<file path="src/design/fss_pkg.sv">
// Types, register map and CRC tables for the fan speed supervisor.
// No dependencies; used by fan_speed_supervisor_core.
package fss_pkg;

    // Register indexes on the configuration port
    typedef enum logic [2:0] {
        REG_LOWER_THRESHOLD = 3'd0,
        REG_UPPER_THRESHOLD = 3'd1,
        REG_ONOFF_TRIGGER   = 3'd2,
        REG_PWM_TOP         = 3'd3,
        REG_MIN_PULSES      = 3'd4,
        REG_MAX_RESTARTS    = 3'd5,
        REG_MIN_PULSE_DIFF  = 3'd6
    } t_reg_idx;

    // Word kinds on the input channel
    localparam logic ACT_PROBE   = 1'b0;
    localparam logic ACT_CONTROL = 1'b1;

    // Register reset values
    localparam logic [11:0] LOWER_THRESHOLD_RST = 12'd400;
    localparam logic [11:0] UPPER_THRESHOLD_RST = 12'd640;
    localparam logic [11:0] ONOFF_TRIGGER_RST   = 12'd480;
    localparam logic [8:0]  PWM_TOP_RST         = 9'd400;
    localparam logic [15:0] MIN_PULSES_RST      = 16'd4;
    localparam logic [3:0]  MAX_RESTARTS_RST    = 4'd10;
    localparam logic [14:0] MIN_PULSE_DIFF_RST  = 15'd25;

    // Reflected CRC-8 over the nine scratchpad bytes
    localparam logic [7:0] CRC_POLY    = 8'h8C;
    localparam int unsigned SCRATCH_W  = 72;

    typedef logic [SCRATCH_W-1:0][7:0] t_crc_cols;

    // Contribution of each message bit to the final CRC (linear, zero seed)
    function automatic t_crc_cols crc8_cols();
        t_crc_cols        cols;
        logic [SCRATCH_W-1:0] msg;
        logic [7:0]       crc;
        for (int k = 0; k < SCRATCH_W; k++) begin
            msg = '0;
            msg[k] = 1'b1;
            crc = 8'h00;
            for (int j = 0; j < SCRATCH_W / 8; j++) begin
                crc = crc ^ msg[8*j +: 8];
                for (int i = 0; i < 8; i++) begin
                    crc = (crc >> 1) ^ (crc[0] ? CRC_POLY : 8'h00);
                end
            end
            cols[k] = crc;
        end
        return cols;
    endfunction

    localparam t_crc_cols CRC_COLS = crc8_cols();

    // XOR tree over the set message bits
    function automatic logic [7:0] crc8_residue(input logic [SCRATCH_W-1:0] msg);
        logic [7:0] crc;
        crc = 8'h00;
        for (int k = 0; k < SCRATCH_W; k++) begin
            crc = crc ^ (msg[k] ? CRC_COLS[k] : 8'h00);
        end
        return crc;
    endfunction

endpackage

</file>
<file path="src/design/fan_speed_supervisor_core.sv">
// Fan speed supervisor: input register, one pass of control logic, result register.
// Depends on fss_pkg.
// A word in the input register moves on to the result register once that register is free.
// Throughput: one word per cycle unless the output stalls; the mode, supply and duty state
// updates in the same cycle as the result register, so the next word sees it at once.
// Reset (synchronous, i_rst_n low): both pipeline stages empty, registers at their
// defaults, on-off mode with the supply on and duty 0.
module fan_speed_supervisor_core #(
    parameter int unsigned DUTY_SCALE_NUM = 5,
    parameter int unsigned DUTY_SCALE_DEN = 3
) (
    input  logic        i_clk,
    input  logic        i_rst_n,
    // input channel
    input  logic        i_in_valid,
    output logic        o_in_stall,
    input  logic        i_action,
    input  logic [15:0] i_pulse_count,
    input  logic [15:0] i_probe_low_pulses,
    input  logic        i_sensor_present,
    input  logic [63:0] i_scratch_low,
    input  logic [7:0]  i_scratch_high,
    // result channel
    output logic        o_out_valid,
    input  logic        i_out_stall,
    output logic [8:0]  o_duty,
    output logic        o_fan_power,
    output logic        o_kicked,
    output logic        o_sensor_ok,
    output logic        o_pwm_mode,
    // configuration port
    input  logic        psel,
    input  logic        penable,
    input  logic        pwrite,
    input  logic [4:0]  paddr,
    input  logic [31:0] pwdata,
    output logic [31:0] prdata,
    output logic        pready
);

    // Ramp (t - lower) * NUM / DEN as one multiply by NUM * ceil(2^SHIFT / DEN)
    localparam int unsigned DIFF_W  = 16;
    localparam int unsigned PROD_W  = DIFF_W + $clog2(DUTY_SCALE_NUM + 1);
    localparam int unsigned SHIFT   = PROD_W + $clog2(DUTY_SCALE_DEN);
    localparam longint unsigned RECIP =
        ((64'd1 << SHIFT) + 64'(DUTY_SCALE_DEN) - 64'd1) / 64'(DUTY_SCALE_DEN);
    localparam longint unsigned KMUL  = RECIP * 64'(DUTY_SCALE_NUM);
    localparam int unsigned K_W     = $clog2(KMUL + 64'd1);
    localparam int unsigned MUL_W   = DIFF_W + K_W;
    localparam int unsigned Q_W     = MUL_W - SHIFT;

    // configuration registers
    logic [11:0] r_lower_threshold;
    logic [11:0] r_upper_threshold;
    logic [11:0] r_onoff_trigger;
    logic [8:0]  r_pwm_top;
    logic [15:0] r_min_pulses;
    logic [3:0]  r_max_restarts;
    logic [14:0] r_min_pulse_diff;

    // state
    logic [4:0]  r_mode_count, n_mode_count;
    logic        r_power, n_power;
    logic [8:0]  r_duty, n_duty;

    // input stage
    logic        r_s1_vld;
    logic        r_s1_action;
    logic [15:0] r_s1_pulses;
    logic [15:0] r_s1_low_pulses;
    logic        r_s1_present;
    logic [63:0] r_s1_scratch_low;
    logic [7:0]  r_s1_scratch_high;

    // result stage
    logic        r_out_vld;
    logic [8:0]  r_out_duty;
    logic        r_out_power;
    logic        r_out_kicked;
    logic        r_out_ok;
    logic        r_out_pwm;

    logic        out_free;
    logic        s1_adv;
    logic        cfg_wr;
    logic [2:0]  cfg_idx;

    logic signed [16:0] probe_diff;
    logic               probe_sel;
    logic [4:0]         mode_inc;
    logic               sensor_ok;
    logic signed [15:0] temp;
    logic signed [15:0] lower_ext;
    logic signed [15:0] upper_ext;
    logic signed [15:0] trigger_ext;
    logic               temp_below;
    logic               temp_at_upper;
    logic               temp_at_trigger;
    logic signed [16:0] ramp_diff;
    logic [MUL_W-1:0]   ramp_mul;
    logic [Q_W-1:0]     ramp_q;
    logic [Q_W+8:0]     ramp_q_ext;
    logic [Q_W+8:0]     top_ext;
    logic [8:0]         ramp_duty;
    logic               kick;

    // ---------------- handshake ----------------
    assign out_free    = !r_out_vld || !i_out_stall;
    assign s1_adv      = r_s1_vld && out_free;
    assign o_in_stall  = r_s1_vld && !out_free;

    always_ff @(posedge i_clk) begin
        if (!i_rst_n) begin
            r_s1_vld  <= 1'b0;
            r_out_vld <= 1'b0;
        end else begin
            if (!o_in_stall) begin
                r_s1_vld <= i_in_valid;
            end
            if (out_free) begin
                r_out_vld <= r_s1_vld;
            end
        end
    end

    always_ff @(posedge i_clk) begin
        if (i_in_valid && !o_in_stall) begin
            r_s1_action       <= i_action;
            r_s1_pulses       <= i_pulse_count;
            r_s1_low_pulses   <= i_probe_low_pulses;
            r_s1_present      <= i_sensor_present;
            r_s1_scratch_low  <= i_scratch_low;
            r_s1_scratch_high <= i_scratch_high;
        end
    end

    // ---------------- configuration port ----------------
    assign pready  = 1'b1;
    assign cfg_wr  = psel && penable && pwrite;
    assign cfg_idx = paddr[4:2];

    always_ff @(posedge i_clk) begin
        if (!i_rst_n) begin
            r_lower_threshold <= fss_pkg::LOWER_THRESHOLD_RST;
            r_upper_threshold <= fss_pkg::UPPER_THRESHOLD_RST;
            r_onoff_trigger   <= fss_pkg::ONOFF_TRIGGER_RST;
            r_pwm_top         <= fss_pkg::PWM_TOP_RST;
            r_min_pulses      <= fss_pkg::MIN_PULSES_RST;
            r_max_restarts    <= fss_pkg::MAX_RESTARTS_RST;
            r_min_pulse_diff  <= fss_pkg::MIN_PULSE_DIFF_RST;
        end else if (cfg_wr) begin
            case (fss_pkg::t_reg_idx'(cfg_idx))
                fss_pkg::REG_LOWER_THRESHOLD: r_lower_threshold <= pwdata[11:0];
                fss_pkg::REG_UPPER_THRESHOLD: r_upper_threshold <= pwdata[11:0];
                fss_pkg::REG_ONOFF_TRIGGER:   r_onoff_trigger   <= pwdata[11:0];
                fss_pkg::REG_PWM_TOP:         r_pwm_top         <= pwdata[8:0];
                fss_pkg::REG_MIN_PULSES:      r_min_pulses      <= pwdata[15:0];
                fss_pkg::REG_MAX_RESTARTS:    r_max_restarts    <= pwdata[3:0];
                fss_pkg::REG_MIN_PULSE_DIFF:  r_min_pulse_diff  <= pwdata[14:0];
                default: ;
            endcase
        end
    end

    always_comb begin
        case (fss_pkg::t_reg_idx'(cfg_idx))
            fss_pkg::REG_LOWER_THRESHOLD: prdata = 32'(r_lower_threshold);
            fss_pkg::REG_UPPER_THRESHOLD: prdata = 32'(r_upper_threshold);
            fss_pkg::REG_ONOFF_TRIGGER:   prdata = 32'(r_onoff_trigger);
            fss_pkg::REG_PWM_TOP:         prdata = 32'(r_pwm_top);
            fss_pkg::REG_MIN_PULSES:      prdata = 32'(r_min_pulses);
            fss_pkg::REG_MAX_RESTARTS:    prdata = 32'(r_max_restarts);
            fss_pkg::REG_MIN_PULSE_DIFF:  prdata = 32'(r_min_pulse_diff);
            default:                      prdata = 32'd0;
        endcase
    end

    // ---------------- datapath ----------------
    assign probe_diff = $signed({1'b0, r_s1_pulses}) - $signed({1'b0, r_s1_low_pulses});
    assign probe_sel  = probe_diff > $signed({2'b00, r_min_pulse_diff});
    assign mode_inc   = r_mode_count + 5'd1;

    assign sensor_ok = r_s1_present && (r_s1_scratch_low[39:32] != 8'h00) &&
                       (fss_pkg::crc8_residue({r_s1_scratch_high, r_s1_scratch_low}) == 8'h00);

    assign temp        = $signed(r_s1_scratch_low[15:0]);
    assign lower_ext   = $signed({{4{r_lower_threshold[11]}}, r_lower_threshold});
    assign upper_ext   = $signed({{4{r_upper_threshold[11]}}, r_upper_threshold});
    assign trigger_ext = $signed({{4{r_onoff_trigger[11]}}, r_onoff_trigger});

    assign temp_below      = temp < lower_ext;
    assign temp_at_upper   = temp >= upper_ext;
    assign temp_at_trigger = temp >= trigger_ext;

    // non-negative whenever the ramp is used, and below 2^16
    assign ramp_diff  = $signed({temp[15], temp}) - $signed({lower_ext[15], lower_ext});
    assign ramp_mul   = MUL_W'(ramp_diff[15:0]) * MUL_W'(KMUL);
    assign ramp_q     = ramp_mul[MUL_W-1:SHIFT];
    assign ramp_q_ext = (Q_W+9)'(ramp_q);
    assign top_ext    = (Q_W+9)'(r_pwm_top);
    assign ramp_duty  = (ramp_q_ext > top_ext) ? r_pwm_top : ramp_q_ext[8:0];

    always_comb begin
        n_mode_count = r_mode_count;
        n_power      = r_power;
        n_duty       = r_duty;
        kick         = 1'b0;
        if (r_s1_action == fss_pkg::ACT_PROBE) begin
            n_mode_count = probe_sel ? 5'd1 : 5'd0;
            n_power      = 1'b1;
            n_duty       = 9'd0;
        end else begin
            // stall check in PWM mode with the supply on
            if ((r_mode_count != 5'd0) && r_power) begin
                if (r_s1_pulses < r_min_pulses) begin
                    n_duty       = r_pwm_top;
                    n_power      = 1'b1;
                    kick         = 1'b1;
                    n_mode_count = (mode_inc > {1'b0, r_max_restarts}) ? 5'd0 : mode_inc;
                end else begin
                    n_mode_count = 5'd1;
                end
            end
            if (!sensor_ok) begin
                n_duty  = r_pwm_top;
                n_power = 1'b1;
            end else if (temp_below) begin
                n_duty  = 9'd0;
                n_power = 1'b0;
            end else if (n_mode_count != 5'd0) begin
                n_power = 1'b1;
                n_duty  = temp_at_upper ? r_pwm_top : ramp_duty;
            end else if (temp_at_trigger) begin
                n_duty  = r_pwm_top;
                n_power = 1'b1;
            end
            // on-off mode below the trigger: hold supply and duty
        end
    end

    always_ff @(posedge i_clk) begin
        if (!i_rst_n) begin
            r_mode_count <= 5'd0;
            r_power      <= 1'b1;
            r_duty       <= 9'd0;
        end else if (s1_adv) begin
            r_mode_count <= n_mode_count;
            r_power      <= n_power;
            r_duty       <= n_duty;
        end
    end

    always_ff @(posedge i_clk) begin
        if (s1_adv) begin
            r_out_duty   <= n_duty;
            r_out_power  <= n_power;
            r_out_kicked <= kick;
            r_out_ok     <= (r_s1_action == fss_pkg::ACT_CONTROL) && sensor_ok;
            r_out_pwm    <= n_mode_count != 5'd0;
        end
    end

    assign o_out_valid = r_out_vld;
    assign o_duty      = r_out_duty;
    assign o_fan_power = r_out_power;
    assign o_kicked    = r_out_kicked;
    assign o_sensor_ok = r_out_ok;
    assign o_pwm_mode  = r_out_pwm;

endmodule

</file>
<file path="config.mk">
export PLATFORM = sky130hd
export DESIGN_NAME = fan_speed_supervisor_core
export DESIGN_NICKNAME = d
export VERILOG_FILES = /design/src/design/fss_pkg.sv /design/src/design/fan_speed_supervisor_core.sv
export SDC_FILE = /design/constraint.sdc
export NUM_CORES = 1
export LEC_CHECK = 0
export ABC_AREA = 1
export BUFFER_PORTS_ARGS = -buffer_cell sky130_fd_sc_hd__buf_2
export CAP_MARGIN = 20
export CELL_PAD_IN_SITES_DETAIL_PLACEMENT = 1
export CELL_PAD_IN_SITES_GLOBAL_PLACEMENT = 1
export CORE_UTILIZATION = 25
export DETAILED_ROUTE_END_ITERATION = 10
export PLACE_DENSITY = 0.46
export SLEW_MARGIN = 40
export SYNTH_ARGS = -nofsm -noshare
export SYNTH_HDL_FRONTEND = slang
export SYNTH_SLANG_ARGS = --single-unit
</file>
<file path="constraint.sdc">
create_clock -name i_clk -period 11.7 [get_ports i_clk]
set_clock_uncertainty 0.1 [all_clocks]
set_input_delay 1.17 -clock i_clk [delete_from_list [all_inputs] [get_ports i_clk]]
set_output_delay 1.17 -clock i_clk [all_outputs]
set_load 0.01 [all_outputs]
</file>
==> run_results.csv, run 1 <==
group,metric,value,unit
drt,drtIter0Drc,825,
cts,cts-root-buf,"clkbuf_16",
yosys,synth_edf_count,119,
worst_setup_path,crit_type,"register to register",
timing,fmax,94.8,MHz
floorplan,die_w,298,um
timing,setup_viol,0,
final_layout,area_growth,13.2,%
yosys,yosys_warnings,0,
worst_setup_path,timing.rr.start,"r_s1_scratch_low[0]",
worst_setup_path,cp-start-kind,"register",
worst_setup_path,crit_fanout,10,
floorplan,start_util,25.3,%
floorplan,core_area,86900,sq um
worst_setup_path,crit_end,"o_duty[5]",
final_layout,fin_util,28.6,%
global_routing,antenna_found_initial,1,
global_routing,grt_overflow,0,
global_routing,grt_pass1_wl,121,mm
cts,clk_transition_reported_paths,0.06,ns
drt,postRouteAntennaNets,0,
cts,clk_path_buf_depth,3,
drt,drtPass1Iterations,5,
floorplan,die_h,298,um
yosys,synth-seq-cells,216,
timing,fin_ws,1.15,ns
final_layout,nets,3600,
yosys,syn_area,22000,sq um
final_layout,final_area,24800,sq um
drt,routed_wl,80.5,mm
global_routing,grt_start_max_net_pins,87,
timing,min_period_over_period,90.2,%
worst_setup_path,worstRegToRegCells,49,
drt,vias,19400,
worst_setup_path,r2r_setup_slack,1.15,ns
status,outcome,"finished, final reports clean",
timing,tightest_slew,0.837,ns
cts,cts_tree,"yes",
yosys,yosysSeqAreaShare,25.1,%
timing,drv_slew,0,
worst_setup_path,end_kind,"register",
worst_setup_path,slowest_stage,"xnor2_1",
cts,cts_made_buffers,28,
cts,htree_levels,1,
floorplan,row_count,108,
run,maxCapViolations,0,
timing,relSlewSlack,43.8,%
cts,ctsHoldBuffers,0,
drt,drt-vias-per-instance,4.54,
timing,rsz0062_at_grt,"no",
place,port_buffers,162,
cts,cts_resized,0,
yosys,syn_avg_cell_area,7.43,sq um
yosys,synth_ff_type,"edfxtp_1",
place,postPlaceCellArea,23900,sq um
floorplan,io_pins,198,
cts,clkSinkCount,216,
final_layout,drive_gt1_share,8.76,%
cts,cts_setup_buffers,0,
final_layout,diodes,0,
yosys,synth_cells,2954,
worst_setup_path,reg2reg_to,"o_duty[5]",
global_routing,grt_pass1_vias,19900,
place,pre_cts_ws,1.01,ns
worst_setup_path,required,11.92,ns
floorplan,die_area,89000,sq um
timing,layout_min_cycle_time,10.55,ns
place,dp_hpwl,68.5,mm
drt,wl_per_cell,18.8,um
worst_setup_path,crit_arrival,10.77,ns
worst_setup_path,timing.critical_path.mode_cell,"nand2_1",
worst_setup_path,startpoint,"r_s1_scratch_low[0]",
place,gp_congestion,0.850,
timing,hold_violations,0,
worst_setup_path,max_stage_delay,0.57,ns
yosys,async_flop_share,0,%
worst_hold_path,hold_class,"register to register",
yosys,synth.distinct_cells,54,
cts,clock_latency,0.59,ns
drt,drcViolationCount,0,
timing,final.setup.tns,0,ns
global_routing,grt.total_usage,17.9,%
[logic make-up (layout without fill, tap and decap cells)]
family                   count (synthesis)  after routing  synth area share [%]
AO/OA/AOI/OAI                          425            425                  11.1
flip-flops                             216            216                  25.1
buffers and inverters                  657            805                  11.9
adder cells (fa/ha/maj)                354            354                  24.0
AND/OR/NAND/NOR                       1150           1150                  21.7
other                                    2             17                0.0342
XOR/XNOR                               150            150                  6.09
[sequential cells by signal, summed over array words and instances (netlist names), 12 cells and up]
name,cells
r_upper_threshold,12
r_s1_low_pulses,16
r_min_pulses,16
r_lower_threshold,12
r_onoff_trigger,12
r_s1_scratch_low,64
r_min_pulse_diff,15
r_s1_pulses,16
[worst min path at each step]
stage	from	endpoint	slack [ns]	cells past startpoint
after floorplan	r_min_pulses[0]	r_min_pulses[0]	0.34	2
after global placement	r_onoff_trigger[9]	r_onoff_trigger[9]	0.37	2
after detailed placement	r_onoff_trigger[3]	r_onoff_trigger[3]	0.39	2
after CTS	r_onoff_trigger[3]	r_onoff_trigger[3]	0.40	2
after global routing	r_onoff_trigger[9]	r_onoff_trigger[9]	0.42	2
final	r_onoff_trigger[3]	r_onoff_trigger[3]	0.39	2
[cell type report]
cell class,instances,area (sq um)
flip-flops and latches,216,5520
multi-input cells,2096,13900
fillers,10700,62000
clock buffers,40,817
clock inverters,11,91.3
inverters,581,2180
repair buffers,173,908
well taps,1155,1450
[cells in the mapped netlist, drive strengths merged, types with 2 or more instances]
| library cell | n | area, sq um |
|---|---|---|
| and2 | 2 | 12.5 |
| a31oi | 5 | 31.3 |
| conb | 2 | 7.51 |
| a21o | 8 | 60.1 |
| a21boi | 4 | 30.0 |
| ha | 241 | 3020 |
| a221oi | 7 | 61.3 |
| nor2 | 170 | 658 |
| nand3b | 17 | 128 |
| xor2 | 84 | 736 |
| o22ai | 12 | 75.1 |
| a21oi | 200 | 1070 |
| edfxtp | 119 | 3570 |
| or2 | 6 | 37.5 |
| clkbuf | 28 | 111 |
| nor3 | 22 | 115 |
| o21ai | 135 | 679 |
| o221ai | 11 | 96.3 |
| o21bai | 12 | 90.1 |
| xnor2 | 66 | 601 |
| nand3 | 147 | 753 |
| o21a | 4 | 30.0 |
| fa | 113 | 2260 |
| dfxtp | 97 | 1940 |
| nand2 | 751 | 2840 |
| o2111ai | 3 | 26.3 |
| buf | 48 | 328 |
| inv | 579 | 2170 |
| nand4 | 29 | 181 |
| a211oi | 5 | 37.5 |
| nor4 | 5 | 31.3 |
| o211ai | 15 | 113 |
| clkinv | 2 | 7.51 |
[cell usage in the layout (no fill, tap or decap), drive strengths merged, types with 5 or more instances in the layout]
| cell type | netlist | routed |
|---|---|---|
| edfxtp | 119 | 119 |
| nand3 | 147 | 147 |
| nand4 | 29 | 29 |
| nand3b | 17 | 17 |
| a31oi | 5 | 5 |
| a21o | 8 | 8 |
| a211oi | 5 | 5 |
| ha | 241 | 241 |
| o211ai | 15 | 15 |
| conb | 2 | 17 |
| nor3 | 22 | 22 |
| clkbuf | 28 | 40 |
| or2 | 6 | 6 |
| inv | 579 | 580 |
| o21ai | 135 | 135 |
| nor4 | 5 | 5 |
| clkinv | 2 | 9 |
| a221oi | 7 | 7 |
| o21bai | 12 | 12 |
| xnor2 | 66 | 66 |
| o221ai | 11 | 11 |
| o22ai | 12 | 12 |
| a21oi | 200 | 200 |
| fa | 113 | 113 |
| buf | 48 | 173 |
| nand2 | 751 | 751 |
| nor2 | 170 | 170 |
| xor2 | 84 | 84 |
| dfxtp | 97 | 97 |
[routing by layer]
metal,track usage [%],routed length [um],up-vias
met3,1.66,2090,88
met2,29.6,37100,263
met1,24.5,38700,9390
li1,-,-,9671
met4,5.67,2620,2
met5,0,13,-
[worst max-delay path: cells and delay by family, from the launching register on]
family	cells	cell delay [ns]
compound gates	7	1.21
buf+inv	8	0.62
xor+xnor	2	0.93
flops	1	0.42
simple gates	22	2.85
fa+ha+maj	10	4.15
[through the flow]
stage,hold WS (ns),instances
finish,0.394,4272
global route,0.417,4272
CTS,0.400,4272
detailed placement,0.391,4221
global placement,0.373,4220
floorplan,0.340,2969
Power of run 1 is not shown: default switching activity piles up to over one toggle a cycle in this logic, so the estimate is an artifact.
==> run 2: changes to the inputs <==
GPL_TIMING_DRIVEN = 0   (was unset)
==> run 2 against run 1 <==
Die area unchanged. Sequential cell count unchanged. Register-to-register slack worse by 0.25 ns. Clock-buffer cell count shrank 2. Worst hold slack worse by 0.0065 ns. Routed wire length is 2.1% higher.
==> run_results.csv, run 2 (same netlist as run 1, synthesis figures left out) <==
group,metric,value,unit
final_layout,fill_cells,10600,
timing,setup_viol,0,
cts,clk_path_buf_depth,3,
timing,relSlewSlack,48.9,%
worst_setup_path,path_buf_inv,9,
timing,tightest_slew,0.760,ns
place,gp_congestion,0.871,
final_layout,diodes,0,
worst_setup_path,required,11.94,ns
worst_setup_path,end_kind,"register",
timing,layout_min_cycle_time,10.80,ns
worst_setup_path,crit_arrival,11.04,ns
global_routing,grt.total_usage,18.3,%
cts,clock_latency,0.59,ns
run,maxCapViolations,0,
drt,postRouteAntennaNets,0,
global_routing,grt_pass1_wl,124,mm
timing,drv_slew,0,
cts,cts_made_buffers,29,
floorplan,die_area,89000,sq um
final_layout,mostFrequentLayoutCells,"743 x nand2_1, 563 x inv_1, 241 x ha_1",
status,outcome,"finished, final reports clean",
final_layout,multi_input_area,13900,sq um
global_routing,grt_overflow,0,
worst_hold_path,hold_class,"register to register",
final_layout,regArea,5520,sq um
floorplan,core_area,86900,sq um
cts,cts_setup_buffers,0,
global_routing,grt_pass1_vias,20600,
worst_setup_path,cp-start-kind,"register",
global_routing,grt_start_max_net_pins,73,
worst_setup_path,crit_type,"register to register",
final_layout,drive_gt1_share,10.0,%
drt,drt-vias-per-instance,4.51,
worst_setup_path,crit_family,"adder cells",
timing,hold_violations,0,
drt,drtIter0Drc,701,
cts,clkSinkCount,216,
worst_setup_path,timing.critical_path.mode_cell,"nand2_1",
floorplan,die_h,298,um
cts,htree_levels,1,
timing,min_period_over_period,92.3,%
cts,cts_tree,"yes",
final_layout,regMostFlops,"r_s1_scratch_low",
place,port_buffers,162,
floorplan,row_count,108,
cts,clk_transition_reported_paths,0.06,ns
final_layout,largest_reg_flops,64,
drt,drtPass1Iterations,5,
global_routing,antenna_found_initial,0,
floorplan,io_pins,198,
cts,cts_resized,0,
cts,cts-root-buf,"clkbuf_16",
floorplan,start_util,25.3,%
timing,fmax,92.6,MHz
place,dp_hpwl,70.7,mm
final_layout,nets,3668,
worst_setup_path,crit_fanout,10,
floorplan,die_w,298,um
timing,rsz0062_at_grt,"no",
drt,vias,19600,
cts,ctsHoldBuffers,0,
drt,drcViolationCount,0,
timing,final.setup.tns,0,ns
worst_setup_path,max_stage_delay,0.63,ns
worst_setup_path,slowest_stage,"edfxtp_1",
drt,routed_wl,82.2,mm
drt,wl_per_cell,18.9,um
final_layout,area_growth,14.9,%
final_layout,layout_commonest_cell,"nand2_1",
run 2: path summary, 6_finish.rpt:
kind / endpoint / cells after the start / from / slack (ns)
worst max-delay path: o_duty[6] / 53 / r_s1_scratch_low[2] / 0.90
worst min register to register: r_min_pulses[14] / 2 / r_min_pulses[14] / 0.39
worst min-delay path: r_min_pulses[14] / 2 / r_min_pulses[14] / 0.39
worst max register to register: o_duty[6] / 53 / r_s1_scratch_low[2] / 0.90
run 2: worst register-to-register path: cells and delay by family (launching register included):
| family | cells | cell delay [ns] |
|---|---|---|
| AOI/OAI and AO/OA | 10 | 1.79 |
| xor gates and xnor gates | 2 | 0.45 |
| adders and majority gates | 9 | 4.21 |
| buffers and inverters | 9 | 0.71 |
| DFF | 1 | 0.63 |
| and+or+nand+nor | 23 | 2.66 |
run 2: routing by layer:
metal  track usage, %  wire, um  part of all wire (%)  vias up
met5                0         0                     0        -
li1                 -         -                     -     9795
met3             2.06      2800                   3.4       67
met4             4.14      1760                   2.1        0
met1             24.7     38700                    47     9446
met2             31.3     39000                    47      266
run 2: area by class of cell:
type / instances / share of cell area (%)
Sequential cell: 216 / 21.9
Buffer: 76 / 1.74
Tap cell: 1155 / 5.73
Clock inverter: 16 / 0.476
Inverter: 581 / 8.67
Timing Repair Buffer: 164 / 3.35
Clock buffer: 38 / 3.05
Multi-Input combinational cell: 2096 / 55.1
run 2: through the flow:
| stage | utilization, % | cells | setup slack, ns | hold WS [ns] | instance area, sq um |
|---|---|---|---|---|---|
| 3_5_place_dp | 28.0 | 4288 | 0.638 | 0.385 | 24300 |
| 3_3_place_gp | 27.9 | 4286 | 0.790 | 0.375 | 24300 |
| 5_1_grt | 29.0 | 4342 | 0.0495 | 0.414 | 25200 |
| 6_report | 29.0 | 4342 | 0.903 | 0.387 | 25200 |
| 2_1_floorplan | - | 2969 | 2.64 | 0.340 | 22000 |
| 4_1_cts | 29.0 | 4342 | 0.610 | 0.394 | 25200 |
Power of run 2 is left out for the same reason.
